File: src/cam_generation_trigger_top_defines.svh
// Assertion macros for the CAM generation trigger RTL.
// No dependencies; included by cgt_trigger, the module that carries assertions.
`ifndef CAM_GENERATION_TRIGGER_TOP_DEFINES_SVH
`define CAM_GENERATION_TRIGGER_TOP_DEFINES_SVH

// Same-cycle implication, disabled while reset is asserted
`define CGT_ASSERT_SAME(lbl, clk, rst_n, ante, cons, msg) \
    lbl: assert property (@(posedge clk) disable iff (!(rst_n)) (ante) |-> (cons)) \
        else $error(msg);

// Next-cycle implication, disabled while reset is asserted
`define CGT_ASSERT_NEXT(lbl, clk, rst_n, ante, cons, msg) \
    lbl: assert property (@(posedge clk) disable iff (!(rst_n)) (ante) |=> (cons)) \
        else $error(msg);

`endif

File: src/cgt_pkg.sv
// Types and constants for the CAM generation trigger.
// No dependencies; imported by every module of the block.
package cgt_pkg;

    // Field widths
    localparam int WORD_W     = 32;
    localparam int MAXI_W     = 10;
    localparam int REP_W      = 3;
    localparam int HEAD_THR_W = 11;
    localparam int DIST_THR_W = 17;
    localparam int SPD_THR_W  = 14;
    localparam int GAP_W      = 16;
    localparam int HEAD_W     = 12;
    localparam int SPD_W      = 14;
    localparam int CAUSE_W    = 3;

    // Configuration port
    localparam int CFG_IDX_W  = 3;
    localparam int CFG_DATA_W = 17;

    localparam logic [CFG_IDX_W-1:0] CFG_MAX_INTERVAL = 3'd0;
    localparam logic [CFG_IDX_W-1:0] CFG_REPEAT_LIMIT = 3'd1;
    localparam logic [CFG_IDX_W-1:0] CFG_HEAD_THR     = 3'd2;
    localparam logic [CFG_IDX_W-1:0] CFG_DIST_THR     = 3'd3;
    localparam logic [CFG_IDX_W-1:0] CFG_SPD_THR      = 3'd4;
    localparam logic [CFG_IDX_W-1:0] CFG_GAP          = 3'd5;

    // Register reset values
    localparam logic [MAXI_W-1:0]     MAX_INTERVAL_RST = 10'd1000;
    localparam logic [REP_W-1:0]      REPEAT_LIMIT_RST = 3'd3;
    localparam logic [HEAD_THR_W-1:0] HEAD_THR_RST     = 11'd40;
    localparam logic [DIST_THR_W-1:0] DIST_THR_RST     = 17'd400;
    localparam logic [SPD_THR_W-1:0]  SPD_THR_RST      = 14'd50;
    localparam logic [GAP_W-1:0]      GAP_RST          = 16'd500;

    // Heading wrap limits, 0.1 degree units
    localparam logic signed [HEAD_W+1:0] HEAD_HALF = 14'sd1800;
    localparam logic signed [HEAD_W+1:0] HEAD_FULL = 14'sd3600;

    typedef enum logic [CAUSE_W-1:0] {
        CAUSE_NONE     = 3'd0,
        CAUSE_START    = 3'd1,
        CAUSE_HEADING  = 3'd2,
        CAUSE_DISTANCE = 3'd3,
        CAUSE_SPEED    = 3'd4,
        CAUSE_INTERVAL = 3'd5
    } t_cause;

    typedef struct packed {
        logic [MAXI_W-1:0]     max_interval_ms;
        logic [REP_W-1:0]      repeat_limit;
        logic [HEAD_THR_W-1:0] heading_threshold;
        logic [DIST_THR_W-1:0] distance_threshold;
        logic [SPD_THR_W-1:0]  speed_threshold;
        logic [GAP_W-1:0]      container_gap_ms;
    } t_cfg;

    typedef struct packed {
        logic              kind;
        logic [WORD_W-1:0] now_ms;
        logic [HEAD_W-1:0] heading;
        logic [WORD_W-1:0] distance_cm;
        logic [SPD_W-1:0]  speed;
        logic              low_freq_ready;
        logic              special_ready;
        logic              send_fails;
    } t_item;

    typedef struct packed {
        logic              generate_res;
        t_cause            cause;
        logic              with_low_freq;
        logic              with_special;
        logic              send_failed;
        logic [WORD_W-1:0] interval_ms;
        logic [WORD_W-1:0] sent_count;
    } t_result;

endpackage

File: src/cgt_cfg_regs.sv
// Configuration register bank of the CAM generation trigger.
// Depends on cgt_pkg.
module cgt_cfg_regs (
    input  logic                          i_clk,
    input  logic                          i_rst_n,
    input  logic                          i_cfg_we,
    input  logic [cgt_pkg::CFG_IDX_W-1:0]  i_cfg_idx,
    input  logic [cgt_pkg::CFG_DATA_W-1:0] i_cfg_data,
    output cgt_pkg::t_cfg                 o_cfg
);
    import cgt_pkg::*;

    t_cfg r_cfg;

    // Write the addressed register; indexes past the list are dropped
    always_ff @(posedge i_clk) begin
        if (!i_rst_n) begin
            r_cfg.max_interval_ms    <= MAX_INTERVAL_RST;
            r_cfg.repeat_limit       <= REPEAT_LIMIT_RST;
            r_cfg.heading_threshold  <= HEAD_THR_RST;
            r_cfg.distance_threshold <= DIST_THR_RST;
            r_cfg.speed_threshold    <= SPD_THR_RST;
            r_cfg.container_gap_ms   <= GAP_RST;
        end else if (i_cfg_we) begin
            case (i_cfg_idx)
                CFG_MAX_INTERVAL: r_cfg.max_interval_ms    <= i_cfg_data[MAXI_W-1:0];
                CFG_REPEAT_LIMIT: r_cfg.repeat_limit       <= i_cfg_data[REP_W-1:0];
                CFG_HEAD_THR:     r_cfg.heading_threshold  <= i_cfg_data[HEAD_THR_W-1:0];
                CFG_DIST_THR:     r_cfg.distance_threshold <= i_cfg_data[DIST_THR_W-1:0];
                CFG_SPD_THR:      r_cfg.speed_threshold    <= i_cfg_data[SPD_THR_W-1:0];
                CFG_GAP:          r_cfg.container_gap_ms   <= i_cfg_data[GAP_W-1:0];
                default: begin
                end
            endcase
        end
    end

    assign o_cfg = r_cfg;

endmodule

File: src/cgt_trigger.sv
// Trigger decision and generation state of the CAM generation trigger.
// Depends on cgt_pkg and cam_generation_trigger_top_defines.svh.
module cgt_trigger #(
    parameter int TIME_WIDTH = 32
) (
    input  logic             i_clk,
    input  logic             i_rst_n,
    input  logic             i_step,
    input  cgt_pkg::t_item   i_item,
    input  cgt_pkg::t_cfg    i_cfg,
    output cgt_pkg::t_result o_result
);
    import cgt_pkg::*;
    `include "cam_generation_trigger_top_defines.svh"

    localparam int TW = TIME_WIDTH;

    // Generation state
    logic [HEAD_W-1:0] r_last_heading, n_last_heading;
    logic [WORD_W-1:0] r_last_distance, n_last_distance;
    logic [SPD_W-1:0]  r_last_speed, n_last_speed;
    logic [TW-1:0]     r_last_send, n_last_send;
    logic              r_have_sent, n_have_sent;
    logic [TW-1:0]     r_gen_interval, n_gen_interval;
    logic [REP_W-1:0]  r_repeat, n_repeat;
    logic              r_dyn_seen, n_dyn_seen;
    logic [TW-1:0]     r_last_lf, n_last_lf;
    logic              r_lf_valid, n_lf_valid;
    logic [TW-1:0]     r_last_sp, n_last_sp;
    logic              r_sp_valid, n_sp_valid;
    logic [WORD_W-1:0] r_send_total, n_send_total;

    // Width conversions between 32-bit fields and the time width
    logic [TW+WORD_W-1:0] now_ext, gap_ext, maxi_ext, ivl_ext, rst_ivl_ext;
    logic [TW-1:0]        now_t, gap_t, maxi_t, rst_ivl_t;

    assign now_ext     = {{TW{1'b0}}, i_item.now_ms};
    assign now_t       = now_ext[TW-1:0];
    assign gap_ext     = {{(TW+WORD_W-GAP_W){1'b0}}, i_cfg.container_gap_ms};
    assign gap_t       = gap_ext[TW-1:0];
    assign maxi_ext    = {{(TW+WORD_W-MAXI_W){1'b0}}, i_cfg.max_interval_ms};
    assign maxi_t      = maxi_ext[TW-1:0];
    assign rst_ivl_ext = {{(TW+WORD_W-MAXI_W){1'b0}}, MAX_INTERVAL_RST};
    assign rst_ivl_t   = rst_ivl_ext[TW-1:0];

    // Heading change, wrapped into plus or minus 180 degrees
    logic signed [HEAD_W+1:0] hd_raw, hd_wrap;
    logic [HEAD_W+1:0]        hd_mag;
    logic                     head_trig;

    always_comb begin
        hd_raw = $signed({2'b00, i_item.heading}) - $signed({2'b00, r_last_heading});
        if (hd_raw > HEAD_HALF) begin
            hd_wrap = hd_raw - HEAD_FULL;
        end else if (hd_raw < -HEAD_HALF) begin
            hd_wrap = hd_raw + HEAD_FULL;
        end else begin
            hd_wrap = hd_raw;
        end
        hd_mag    = hd_wrap[HEAD_W+1] ? 14'(-hd_wrap) : 14'(hd_wrap);
        head_trig = hd_mag > {3'b000, i_cfg.heading_threshold};
    end

    // Distance change as a wrapped two's complement difference
    logic [WORD_W-1:0] dd, dd_mag;
    logic              dist_trig;

    assign dd        = i_item.distance_cm - r_last_distance;
    assign dd_mag    = dd[WORD_W-1] ? (32'd0 - dd) : dd;
    assign dist_trig = dd_mag > {15'd0, i_cfg.distance_threshold};

    // Speed change
    logic signed [SPD_W:0] sd;
    logic [SPD_W:0]        sd_mag;
    logic                  spd_trig;

    assign sd       = $signed({1'b0, i_item.speed}) - $signed({1'b0, r_last_speed});
    assign sd_mag   = sd[SPD_W] ? 15'(-sd) : 15'(sd);
    assign spd_trig = sd_mag > {1'b0, i_cfg.speed_threshold};

    // Elapsed times since the last send and the last containers
    logic [TW-1:0] el_send, el_lf, el_sp;
    logic          ivl_trig;

    assign el_send  = now_t - r_last_send;
    assign el_lf    = now_t - r_last_lf;
    assign el_sp    = now_t - r_last_sp;
    assign ivl_trig = el_send >= r_gen_interval;

    // Pick the first trigger that holds
    t_cause cause;

    always_comb begin
        if (!i_item.kind) begin
            cause = CAUSE_START;
        end else if (head_trig) begin
            cause = CAUSE_HEADING;
        end else if (dist_trig) begin
            cause = CAUSE_DISTANCE;
        end else if (spd_trig) begin
            cause = CAUSE_SPEED;
        end else if (ivl_trig) begin
            cause = CAUSE_INTERVAL;
        end else begin
            cause = CAUSE_NONE;
        end
    end

    // Attach containers, update the send state and the repeat counter
    logic             attempt, lf_att, sp_att, sent, failed, dynamic;
    logic [REP_W-1:0] rep_inc;

    always_comb begin
        attempt = cause != CAUSE_NONE;
        dynamic = (cause == CAUSE_HEADING) || (cause == CAUSE_DISTANCE)
                  || (cause == CAUSE_SPEED);
        lf_att  = attempt && i_item.low_freq_ready && (!r_lf_valid || (el_lf >= gap_t));
        sp_att  = attempt && i_item.special_ready && (!r_sp_valid || (el_sp >= gap_t));
        failed  = attempt && i_item.send_fails;
        sent    = attempt && !i_item.send_fails;
        rep_inc = r_repeat + 3'd1;

        n_last_heading  = r_last_heading;
        n_last_distance = r_last_distance;
        n_last_speed    = r_last_speed;
        n_last_send     = r_last_send;
        n_have_sent     = r_have_sent;
        n_gen_interval  = r_gen_interval;
        n_repeat        = r_repeat;
        n_dyn_seen      = r_dyn_seen;
        n_last_lf       = r_last_lf;
        n_lf_valid      = r_lf_valid;
        n_last_sp       = r_last_sp;
        n_sp_valid      = r_sp_valid;
        n_send_total    = r_send_total;

        if (attempt) begin
            n_last_heading  = i_item.heading;
            n_last_distance = i_item.distance_cm;
            n_last_speed    = i_item.speed;
        end
        if (lf_att) begin
            n_last_lf  = now_t;
            n_lf_valid = 1'b1;
        end
        if (sp_att) begin
            n_last_sp  = now_t;
            n_sp_valid = 1'b1;
        end
        if (sent) begin
            n_send_total = r_send_total + 32'd1;
            if (r_have_sent) begin
                n_gen_interval = el_send;
            end
            n_last_send = now_t;
            n_have_sent = 1'b1;
            if (dynamic) begin
                n_repeat   = '0;
                n_dyn_seen = 1'b1;
            end else if ((cause == CAUSE_INTERVAL) && r_dyn_seen) begin
                n_repeat = rep_inc;
                if (rep_inc >= i_cfg.repeat_limit) begin
                    n_repeat       = '0;
                    n_gen_interval = maxi_t;
                    n_dyn_seen     = 1'b0;
                end
            end
        end
    end

    // Hold state between items, advance on each item
    always_ff @(posedge i_clk) begin
        if (!i_rst_n) begin
            r_last_heading  <= '0;
            r_last_distance <= '0;
            r_last_speed    <= '0;
            r_last_send     <= '0;
            r_have_sent     <= 1'b0;
            r_gen_interval  <= rst_ivl_t;
            r_repeat        <= '0;
            r_dyn_seen      <= 1'b0;
            r_last_lf       <= '0;
            r_lf_valid      <= 1'b0;
            r_last_sp       <= '0;
            r_sp_valid      <= 1'b0;
            r_send_total    <= '0;
        end else if (i_step) begin
            r_last_heading  <= n_last_heading;
            r_last_distance <= n_last_distance;
            r_last_speed    <= n_last_speed;
            r_last_send     <= n_last_send;
            r_have_sent     <= n_have_sent;
            r_gen_interval  <= n_gen_interval;
            r_repeat        <= n_repeat;
            r_dyn_seen      <= n_dyn_seen;
            r_last_lf       <= n_last_lf;
            r_lf_valid      <= n_lf_valid;
            r_last_sp       <= n_last_sp;
            r_sp_valid      <= n_sp_valid;
            r_send_total    <= n_send_total;
        end
    end

    // Result of this item, reporting the state after it
    assign ivl_ext = {{WORD_W{1'b0}}, n_gen_interval};

    always_comb begin
        o_result.generate_res  = sent;
        o_result.cause         = cause;
        o_result.with_low_freq = lf_att;
        o_result.with_special  = sp_att;
        o_result.send_failed   = failed;
        o_result.interval_ms   = ivl_ext[WORD_W-1:0];
        o_result.sent_count    = n_send_total;
    end

    `CGT_ASSERT_NEXT(a_count_on_send, i_clk, i_rst_n, i_step && sent,
        r_send_total == $past(r_send_total) + 32'd1, "sent count did not advance on a send")
    `CGT_ASSERT_NEXT(a_fail_keeps_ivl, i_clk, i_rst_n, i_step && failed,
        r_gen_interval == $past(r_gen_interval) && r_last_send == $past(r_last_send),
        "failed send changed the interval state")
    `CGT_ASSERT_SAME(a_no_cause_no_cont, i_clk, i_rst_n, i_step && !attempt,
        !lf_att && !sp_att && !sent && !failed, "activity reported without a trigger")

endmodule

File: src/cgt_result_reg.sv
// Result register of the CAM generation trigger, output side handshake.
// Depends on cgt_pkg.
module cgt_result_reg (
    input  logic             i_clk,
    input  logic             i_rst_n,
    input  logic             i_load,
    input  cgt_pkg::t_result i_result,
    input  logic             i_stall,
    output logic             o_valid,
    output logic             o_free,
    output cgt_pkg::t_result o_result
);
    import cgt_pkg::*;

    logic    r_valid;
    t_result r_result;

    // Space for a new item when empty or when the held one leaves now
    assign o_free = !r_valid || !i_stall;

    // Load a new result, drop one that has been taken
    always_ff @(posedge i_clk) begin
        if (!i_rst_n) begin
            r_valid <= 1'b0;
        end else if (i_load) begin
            r_valid <= 1'b1;
        end else if (!i_stall) begin
            r_valid <= 1'b0;
        end
    end

    // Payload holds while stalled
    always_ff @(posedge i_clk) begin
        if (i_load) begin
            r_result <= i_result;
        end
    end

    assign o_valid  = r_valid;
    assign o_result = r_result;

endmodule

File: src/cam_generation_trigger_top.sv
// CAM generation trigger: one item is accepted per clock when the result side
// keeps up; each item's result is presented once it has passed the input
// register and the trigger logic into the result register, and a result-side
// stall can hold it in the input register. The rate is set by the update of
// the generation state between those two registers.
// Configuration writes take effect at once and are meant for idle periods;
// there is no clearing pass after reset.
module cam_generation_trigger_top #(
    parameter int TIME_WIDTH = 32
) (
    input  logic                           i_clk,
    input  logic                           i_rst_n,
    // Input channel
    input  logic                           i_in_valid,
    output logic                           o_in_stall,
    input  logic                           i_kind,
    input  logic [cgt_pkg::WORD_W-1:0]     i_now_ms,
    input  logic [cgt_pkg::HEAD_W-1:0]     i_heading,
    input  logic [cgt_pkg::WORD_W-1:0]     i_distance_cm,
    input  logic [cgt_pkg::SPD_W-1:0]      i_speed,
    input  logic                           i_low_freq_ready,
    input  logic                           i_special_ready,
    input  logic                           i_send_fails,
    // Output channel
    output logic                           o_out_valid,
    input  logic                           i_out_stall,
    output logic                           o_generate_res,
    output logic [cgt_pkg::CAUSE_W-1:0]    o_cause,
    output logic                           o_with_low_freq,
    output logic                           o_with_special,
    output logic                           o_send_failed,
    output logic [cgt_pkg::WORD_W-1:0]     o_interval_ms,
    output logic [cgt_pkg::WORD_W-1:0]     o_sent_count,
    // Configuration
    input  logic                           i_cfg_we,
    input  logic [cgt_pkg::CFG_IDX_W-1:0]  i_cfg_idx,
    input  logic [cgt_pkg::CFG_DATA_W-1:0] i_cfg_data
);
    import cgt_pkg::*;

    t_cfg    cfg;
    t_item   in_item;
    t_result trig_result, out_result;
    logic    r_s1_valid;
    t_item   r_s1_item;
    logic    out_free, step, accept;

    cgt_cfg_regs u_cfg (
        .i_clk      (i_clk),
        .i_rst_n    (i_rst_n),
        .i_cfg_we   (i_cfg_we),
        .i_cfg_idx  (i_cfg_idx),
        .i_cfg_data (i_cfg_data),
        .o_cfg      (cfg)
    );

    // Gather the input fields
    always_comb begin
        in_item.kind           = i_kind;
        in_item.now_ms         = i_now_ms;
        in_item.heading        = i_heading;
        in_item.distance_cm    = i_distance_cm;
        in_item.speed          = i_speed;
        in_item.low_freq_ready = i_low_freq_ready;
        in_item.special_ready  = i_special_ready;
        in_item.send_fails     = i_send_fails;
    end

    // Input register advances whenever the result register has room
    assign step       = r_s1_valid && out_free;
    assign o_in_stall = r_s1_valid && !out_free;
    assign accept     = i_in_valid && !o_in_stall;

    always_ff @(posedge i_clk) begin
        if (!i_rst_n) begin
            r_s1_valid <= 1'b0;
        end else if (accept) begin
            r_s1_valid <= 1'b1;
        end else if (step) begin
            r_s1_valid <= 1'b0;
        end
    end

    always_ff @(posedge i_clk) begin
        if (accept) begin
            r_s1_item <= in_item;
        end
    end

    cgt_trigger #(
        .TIME_WIDTH (TIME_WIDTH)
    ) u_trigger (
        .i_clk    (i_clk),
        .i_rst_n  (i_rst_n),
        .i_step   (step),
        .i_item   (r_s1_item),
        .i_cfg    (cfg),
        .o_result (trig_result)
    );

    cgt_result_reg u_result (
        .i_clk    (i_clk),
        .i_rst_n  (i_rst_n),
        .i_load   (step),
        .i_result (trig_result),
        .i_stall  (i_out_stall),
        .o_valid  (o_out_valid),
        .o_free   (out_free),
        .o_result (out_result)
    );

    // Spread the result onto its ports
    assign o_generate_res  = out_result.generate_res;
    assign o_cause         = out_result.cause;
    assign o_with_low_freq = out_result.with_low_freq;
    assign o_with_special  = out_result.with_special;
    assign o_send_failed   = out_result.send_failed;
    assign o_interval_ms   = out_result.interval_ms;
    assign o_sent_count    = out_result.sent_count;

endmodule

File: config.mk
export PLATFORM = sky130hd
export DESIGN_NAME = cam_generation_trigger_top
export DESIGN_NICKNAME = d
export VERILOG_FILES = /design/src/cgt_pkg.sv /design/src/cgt_cfg_regs.sv /design/src/cgt_trigger.sv /design/src/cgt_result_reg.sv /design/src/cam_generation_trigger_top.sv
export VERILOG_INCLUDE_DIRS = /design/src /design/src/src
export SDC_FILE = /design/constraint.sdc
export NUM_CORES = 1
export LEC_CHECK = 0
export ABC_CLOCK_PERIOD_IN_PS = 10500
export CAP_MARGIN = 10
export CELL_PAD_IN_SITES_DETAIL_PLACEMENT = 2
export CELL_PAD_IN_SITES_GLOBAL_PLACEMENT = 2
export CORE_ASPECT_RATIO = 2
export CORE_UTILIZATION = 44
export CTS_CLUSTER_DIAMETER = 30
export DETAILED_ROUTE_END_ITERATION = 8
export DONT_BUFFER_PORTS = 1
export PLACE_DENSITY_LB_ADDON = 0.08
export REMOVE_ABC_BUFFERS = 1
export SETUP_SLACK_MARGIN = 0.02
export SLEW_MARGIN = 20
export SYNTH_ARGS = -nofsm -noshare
export SYNTH_HDL_FRONTEND = slang
export SYNTH_HIERARCHICAL = 1
export SYNTH_SLANG_ARGS = --single-unit
File: constraint.sdc
create_clock -name i_clk -period 10.5 [get_ports i_clk]
set_input_delay 2.1 -clock i_clk [delete_from_list [all_inputs] [get_ports i_clk]]
set_output_delay 2.1 -clock i_clk [all_outputs]
set_load 0.02 [all_outputs]
* Word level (Yosys, flattened, before mapping)
Index checks and enable logic that the tools add are counted.
Cells by class: mux-type cells 26, $lt $le $gt $ge 9, add/sub/neg operators 13, equality and inequality tests 10, reduce and logical (&&, ||, !) cells 39
Operators with widths (count):
- two-way mux 32 bit | 7
- subtractor 32 bit | 4
- >= comparator 32 x 16 -> 1 bit | 2
- two-way mux 14 bit | 3
- adder 32 x 1 -> 32 bit, second input constant | 1
- >= comparator 32 bit | 1
- > comparator 32 x 17 -> 1 bit | 1
- subtractor 1 x 32 -> 32 bit, first input constant | 1
- two-way mux 3 bit | 8
- AND reduction 2 bit | 10
- > comparator 15 x 14 -> 1 bit | 1
- two-way mux 15 bit | 1
- negator 15 bit | 1
- subtractor 14 x 14 -> 15 bit | 1
- adder 14 x 13 -> 14 bit, second input constant | 1
- > comparator 14 x 11 -> 1 bit | 1
- > comparator 14 x 12 -> 1 bit, second input constant | 1
- < comparator 14 x 12 -> 1 bit, second input constant | 1
- negator 14 bit | 1
- subtractor 14 x 13 -> 14 bit, second input constant | 1
- subtractor 12 x 12 -> 13 bit | 1
- == test 3 x 2 -> 1 bit, second input constant | 4
- == test 3 bit, second input constant | 4
- logical AND 1 bit | 10
- 12 further kinds | 30
Word-level totals: register bits after elaboration 463

* Depth between registers and ports, before layout
Gate-level depths: netlist of the first run.
word-level depth 14, mapped depth 34, depth with buffers taken out 32

* Hierarchy
The synthesis of the first run kept the hierarchy.
By module, submodules not included:
- cgt_trigger | area each 22165.0 um^2, instances 1, sequential area each 4504.3 um^2, cells each 2912
- cam_generation_trigger_top | area each 2876.5 um^2, instances 1, sequential area each 2842.7 um^2, cells each 99
- cgt_cfg_regs | area each 2738.9 um^2, instances 1, sequential area each 1421.4 um^2, cells each 265
- cgt_result_reg | area each 2167.1 um^2, instances 1, sequential area each 2152.1 um^2, cells each 75

* Least setup slack after synthesis of the first run
OpenSTA, ideal clock, no wires.
kind input -> register, from input i_out_stall, to register r_s1_item[0] (netlist name), enable pin, data required time 9.941 ns, stages on the path 3, arrival 6.467 ns, slack 3.474 ns, cell sequence nand2_1 -> nor2b_4 -> nor2b_1
Between the ends: word-level cells in the longest chain between the ends 6
Ends and longest elaborated chain:
- from (decl) | line cam_generation_trigger_top.sv:26 | input logic i_out_stall,
- logical NOT 1 bit | line cgt_result_reg.sv:19 | assign o_free = !r_valid || !i_stall;
- logical OR 1 bit | line cgt_result_reg.sv:19
- logical NOT 1 bit | line cam_generation_trigger_top.sv:71 | assign o_in_stall = r_s1_valid && !out_free;
- logical AND 1 bit | line cam_generation_trigger_top.sv:71
- named net o_in_stall | line cam_generation_trigger_top.sv:15 | output logic o_in_stall,
- logical NOT 1 bit | line cam_generation_trigger_top.sv:72 | assign accept = i_in_valid && !o_in_stall;
- logical AND 1 bit | line cam_generation_trigger_top.sv:72
- named net accept | line cam_generation_trigger_top.sv:46 | logic out_free, step, accept;
- to (signal assigned) | line cam_generation_trigger_top.sv:86 | r_s1_item <= in_item;
- to (decl) | line cam_generation_trigger_top.sv:45 | t_item r_s1_item;
The timed path passes the listed nets, and every way through them passes these cells. A chain may end at the register's enable or synchronous reset.

==> flow_summary.json, run 1 <==
{
  "status": "finished, final reports clean",
  "clk_latency_ns": 0.68,
  "detail_route.vias_per_cell": 5.96,
  "core_area_um2": 67600,
  "grt_max_degree": 250,
  "final_cell_mix": "348 x nand2_1, 306 x inv_1, 298 x dfxtp_1",
  "finalPower_w": 0.00621,
  "wl_per_cell_um": 24.8,
  "die_h_um": 371,
  "cts_tree": "built",
  "gr-total-overflow": 0,
  "p_per_area_nw_per_um2": 184,
  "grt_pass1_vias": 29400,
  "period_share": 0.856,
  "end_kind": "flip-flop",
  "ys_ff_latch": 463,
  "synth_edf_count": 165,
  "vias": 25600,
  "final_common_cell": "nand2_1",
  "power_frac_comb": 0.218,
  "layout.nets": 3725,
  "row_count": 135,
  "critPathArrivalTime_ns": 9.34,
  "hold_violations": 0,
  "seq_power_share": 0.323,
  "max_slew_margin": 0.249,
  "slew_viol_final": 0,
  "initial_core_util": 0.443,
  "portBuffers": 0,
  "postCtsSetupRepairBufs": 0,
  "grt_first_pass_wirelength_um": 165000,
  "period_minus_slack_ns": 8.99,
  "critPathKind": "reg -> reg",
  "regArea_um2": 10900,
  "syn_avg_cell_area_um2": 8.94,
  "numCtsBuffers": 87,
  "ir_drop_mv": 0.157,
  "nFillCells": 7244,
  "async_flop_share": 0,
  "grt_usage": 0.307,
  "rsz0062_at_grt": "false",
  "yosysUniqueCellTypes": 98,
  "cp-startpoint": "r_s1_item[68]",
  "drt_iter0_markers": 784,
  "maxCapViolations": 0,
  "drive_gt1_frac": 0.0692,
  "drtPass1Iterations": 5,
  "cp.required_ns": 10.85,
  "yosysWarnings": 6,
  "switching_share": 0.326,
  "internal-power_w": 0.00419,
  "finalWirelength_um": 107000,
  "yosysSeqAreaShare": 0.365,
  "clk_pin_slew_worst_paths_ns": 0.06,
  "areaGrowthSynthToFinish_pct": 12.6,
  "dpl.hpwl_um": 77800,
  "cts_hold_buf": 0,
  "r2r-start": "r_s1_item[68]",
  "antenna_found_initial": 3,
  "ios": 192,
  "min_from": "u_trigger/r_last_sp[27]",
  "clock_power_share": 0.460,
  "finClkSkew_ns": 0.0378,
  "gp_congestion": 0.888,
  "ys.flop_type": "dfxtp_1",
  "cts_htree_levels": 3,
  "power.switching_w": 0.00202,
  "root_buffer": "clkbuf_16",
  "cp_max_fo": 24,
  "route.detailed.drc": 0,
  "setup_viol": 0,
  "fmax_mhz": 111,
  "multiInputGateArea_um2": 17400,
  "die_area_um2": 69200,
  "worst_pin_slew_ns": 1.13,
  "post_dp_cell_area_um2": 30700,
  "clock_path_buffers": 3,
  "min_path_type": "reg -> reg",
  "cts.sinks": 463,
  "cts_resized": 0,
  "synth_area_um2": 29900,
  "antenna_left": 0,
  "die_w_um": 186,
  "power.leakage_nw": 13.5,
  "start_kind": "flip-flop",
  "final_area_um2": 33700,
  "syn_inst": 3351
}
-- critical path, stage by stage, from the launching register on --
cell,delay [ns]
edfxtp_1,0.54
ha_1,0.41
a21oi_1,0.37
nor4b_1,0.60
a221o_1,0.33
a31oi_1,0.19
nand4_1,0.20
a31oi_1,0.13
a211o_1,0.31
a21oi_1,0.20
o21ai_0,0.24
a2111oi_0,0.64
o21bai_1,0.18
xnor2_1,0.23
inv_1,0.17
ha_1,0.35
nand4_1,0.10
nor2_1,0.16
nand2_1,0.08
o31ai_2,0.80
nand3_1,0.35
or4_1,0.91
a21oi_4,0.83
o21ai_0,0.28
-- cells by family after synthesis --
family	synth area share
compound gates	0.167
xor+xnor	0.0555
fa+ha+maj	0.116
buf+inv	0.0574
flops	0.365
mux	0.0729
simple gates	0.167
-- cells in the mapped netlist (all sizes together), types with 22 or more instances --
master,number,share of area
a31oi,30,0.0068
a22o,24,0.0070
buf,48,0.0089
o21a,38,0.0095
nand2b,49,0.010
nor2,223,0.028
clkbuf,78,0.0099
nor3,60,0.010
nand3,79,0.013
xor2,50,0.015
nand4,39,0.0081
xnor2,138,0.041
a21oi,186,0.031
nor2b,68,0.014
and3,34,0.0071
edfxtp,165,0.17
o21ai,164,0.028
nand2,348,0.044
mux2i,216,0.072
o211ai,22,0.0060
ha,267,0.11
a21o,71,0.018
inv,308,0.039
dfxtp,298,0.20
a211oi,23,0.0065
-- final timing paths --
kind / endpoint / slack (ns) / depth (start not counted)
min reg2reg: u_trigger/r_last_sp[27] / 0.46 / 2
max reg2reg: u_result/o_result[47] / 1.51 / 23
max: u_result/o_result[47] / 1.51 / 23
min: u_trigger/r_last_sp[27] / 0.46 / 2
-- through the flow --
step | util | cells | hold slack, ns | TNS, ns | setup slack [ns]
final | 0.499 | 4300 | 0.462 | 0 | 1.51
after detailed placement | 0.455 | 4134 | 0.454 | 0 | 1.90
after global routing | 0.499 | 4298 | 0.478 | 0 | 1.11
after global placement | 0.455 | 4134 | 0.443 | 0 | 1.97
after CTS | 0.499 | 4298 | 0.467 | 0 | 1.61
after floorplan | - | 3225 | 0.433 | -63.81 | -2.09
-- layout make-up --
type,count,share of cell area
multi-input combinational,2454,0.516
sequential,463,0.324
clock buffer,102,0.0690
inverter,308,0.0344
tap,890,0.0330
clock inverter,62,0.0197
timing repair buffer,19,0.00423
antenna,2,0.000148
-- registers in the layout, summed over array words and instances, names as in the netlist --
signal                     flops
u_trigger/r_last_sp           32
u_trigger/r_last_heading      12
u_result/o_valid               1
u_trigger/r_send_total        32
u_trigger/r_last_send         32
u_trigger/r_sp_valid           1
u_trigger/r_gen_interval      32
u_result/o_result             71
r_s1_item                     94
u_trigger/r_lf_valid           1
r_s1_valid                     1
u_trigger/r_have_sent          1
u_cfg/o_cfg                   71
u_trigger/r_repeat             3
u_trigger/r_last_distance     32
u_trigger/r_last_speed        14
u_trigger/r_last_lf           32
u_trigger/r_dyn_seen           1
-- power groups by stage --
stage / clock [W] / combinational [W] / sequential [W]
final: 0.00285 / 0.00135 / 0.00201
after global routing: 0.00299 / 0.00147 / 0.00201
after CTS: 0.00291 / 0.00136 / 0.00201
after detailed placement: 0 / 0.00132 / 0.00204
after global placement: 0 / 0.00123 / 0.00204
after floorplan: 0 / 0.000938 / 0.00202
-- metal layers --
layer / vias up / GRT usage / wire, um
li1: 11900 / - / -
met1: 12800 / 0.264 / 34700
met2: 629 / 0.623 / 60400
met3: 314 / 0.0574 / 4200
met4: 6 / 0.209 / 7210
met5: - / 0 / 35
No activity file was read; power rests on OpenSTA's default activity.
==> run 2: changes to the inputs <==
--- a/config.mk
+++ b/config.mk
@@ -16,6 +16,7 @@
 export DETAILED_ROUTE_END_ITERATION = 8
 export DONT_BUFFER_PORTS = 1
 export PLACE_DENSITY_LB_ADDON = 0.08
+export RECOVER_POWER = 100
 export REMOVE_ABC_BUFFERS = 1
 export SETUP_SLACK_MARGIN = 0.02
 export SLEW_MARGIN = 20
==> run 2 against run 1 <==
Effect of this change: the flow now finishes with violations (max-capacitance violations, max-slew violations); die area did not move; sequential share of layout area rose by 0.065 points; fmax down 3.5%; core utilization fell by 0.10 points; clock skew about the same; count of clock-buffer cells in the layout unchanged; critical endpoint is now u_result/o_result[39].
==> flow_summary.json, run 2 (synthesized netlist as in run 1, its figures left out) <==
{
  "final_cell_mix": "348 x nand2_1, 306 x inv_1, 298 x dfxtp_1",
  "seq_power_share": 0.323,
  "place_inst": 4134,
  "finalWirelength_um": 107000,
  "cts.sinks": 463,
  "rr_endpoint": "u_result/o_result[39]",
  "end_kind": "flip-flop",
  "slowest_stage": "nor4_1",
  "instances_no_fill": 4301,
  "maxCapViolations": 5,
  "initial_core_util": 0.443,
  "gr-total-overflow": 0,
  "fmax_mhz": 107,
  "clock_path_buffers": 3,
  "nFillCells": 7257,
  "portBuffers": 0,
  "dpl.hpwl_um": 77800,
  "clk_latency_ns": 0.68,
  "regMostFlops": "r_s1_item",
  "switching_share": 0.326,
  "r2r-start": "r_s1_item[24]",
  "min_path_cells": 2,
  "critPathKind": "reg -> reg",
  "cpMostUsedCell": "o21a_1",
  "die_h_um": 371,
  "areaGrowthSynthToFinish_pct": 12.4,
  "cts_tree": "built",
  "status": "complete, but fails checks",
  "clock_power_share": 0.459,
  "grt_max_degree": 250,
  "wl_per_cell_um": 24.8,
  "start_kind": "flip-flop",
  "critPathArrivalTime_ns": 9.68,
  "largest_reg_flops": 94,
  "root_buffer": "clkbuf_16",
  "cts_resized": 0,
  "p_per_area_nw_per_um2": 185,
  "ir_drop_mv": 0.157,
  "grt_first_pass_wirelength_um": 165000,
  "row_count": 135,
  "postCtsSetupRepairBufs": 0,
  "clk_pin_slew_worst_paths_ns": 0.06,
  "final_common_cell": "nand2_1",
  "antenna_left": 0,
  "cp_num_buf_inv": 3,
  "cts_htree_levels": 3,
  "antenna_found_initial": 4,
  "critPathMaxStageDelay_ns": 0.90,
  "reg2reg_depth": 28,
  "setup_viol": 0,
  "drt_iter0_markers": 860,
  "power_frac_comb": 0.217,
  "min_path_type": "reg -> reg",
  "multiInputGateArea_um2": 17300,
  "die_w_um": 186,
  "die_area_um2": 69200,
  "whs_endpoint": "u_trigger/r_last_sp[27]",
  "cp_max_fo": 44,
  "slew_viol_final": 184,
  "power.switching_w": 0.00202,
  "finClkSkew_ns": 0.0382,
  "ios": 192,
  "period_minus_slack_ns": 9.32,
  "numCtsBuffers": 87,
  "max_slew_margin": -1.37,
  "drtPass1Iterations": 5,
  "drive_gt1_frac": 0.0654,
  "detail_route.vias_per_cell": 5.96,
  "min_from": "u_trigger/r_last_sp[27]",
  "worst_pin_slew_ns": 3.56,
  "cp.required_ns": 10.86,
  "finalPower_w": 0.00621,
  "layout.nets": 3725,
  "internal-power_w": 0.00419,
  "hold_violations": 0,
  "rsz0062_at_grt": "false",
  "core_area_um2": 67600,
  "regArea_um2": 10900,
  "violations": "max-capacitance violations, max-slew violations",
  "route.detailed.drc": 0,
  "period_share": 0.887,
  "critical-path-top-delay-family": "simple AND/OR/NAND/NOR gates",
  "grt_usage": 0.307,
  "power.leakage_nw": 13.4,
  "gp_congestion": 0.888,
  "cts_hold_buf": 0,
  "vias": 25600,
  "regToRegSetupSlack_ns": 1.18,
  "grt_pass1_vias": 29400
}
run 2: cell count changes in the layout (fill, tap and decap cells not counted), moves of 2 or more:
cell      previous run  this run
and2_0               0         2
nor2_1             219       221
clkbuf_2             0         2
buf_4               19        12
and4bb_2             2         0
o21ai_1             19         7
and4bb_1             0         2
nor4_1              15        17
o21ai_0            143       155
clkbuf_1             7        12
nor2_4               2         0
run 2: area by class of cell:
cell class | count | share of cell area
Inverter | 308 | 0.0344
Clock inverter | 62 | 0.0198
Timing Repair Buffer | 19 | 0.00353
Antenna cell | 3 | 0.000223
Clock buffer | 102 | 0.0691
Sequential cell | 463 | 0.325
Multi-Input combinational cell | 2454 | 0.515
Tap cell | 890 | 0.0331
run 2: worst max-delay path by stage:
stage                   from                    end  slack, ns  cells past startpoint
4_1_cts        r_s1_item[68]  u_result/o_result[47]       1.61                     23
3_3_place_gp   r_s1_item[68]  u_result/o_result[47]       1.97                     23
3_5_place_dp   r_s1_item[62]  u_result/o_result[47]       1.90                     24
6_report       r_s1_item[24]  u_result/o_result[39]       1.18                     28
5_1_grt        r_s1_item[24]  u_result/o_result[39]       0.62                     29
2_1_floorplan  r_s1_item[24]   u_trigger/r_sp_valid      -2.09                     25
run 2: worst min-delay path: stages, from the launching register on:
cell,delay [ns]
dfxtp_1,0.31
nand2_1,0.05
mux2i_1,0.05
run 2: power by group through the flow:
stage	Combinational (W)	Clock [W]	Sequential, W
after floorplan	0.000938	0	0.00202
after detailed placement	0.00132	0	0.00204
final	0.00135	0.00285	0.00201
after CTS	0.00136	0.00291	0.00201
after global placement	0.00123	0	0.00204
after global routing	0.00147	0.00299	0.00201
run 2: metal layers:
metal,share of wire,up-vias,GRT usage,routed length [um]
li1,-,11900,-,-
met1,0.33,12800,0.264,34900
met2,0.57,627,0.623,60600
met5,0.00033,-,0,35
met3,0.039,318,0.0574,4130
met4,0.068,6,0.209,7250
run 2: stage by stage:
| step | setup TNS, ns | worst slack [ns] | cell area, um2 | utilization | hold WS, ns |
|---|---|---|---|---|---|
| floorplan | -63.81 | -2.09 | 29400 | - | 0.433 |
| global placement | 0 | 1.97 | 30700 | 0.455 | 0.443 |
| detailed placement | 0 | 1.90 | 30700 | 0.455 | 0.454 |
| CTS | 0 | 1.61 | 33700 | 0.499 | 0.467 |
| global route | 0 | 0.615 | 33600 | 0.498 | 0.479 |
| finish | 0 | 1.18 | 33600 | 0.498 | 0.462 |
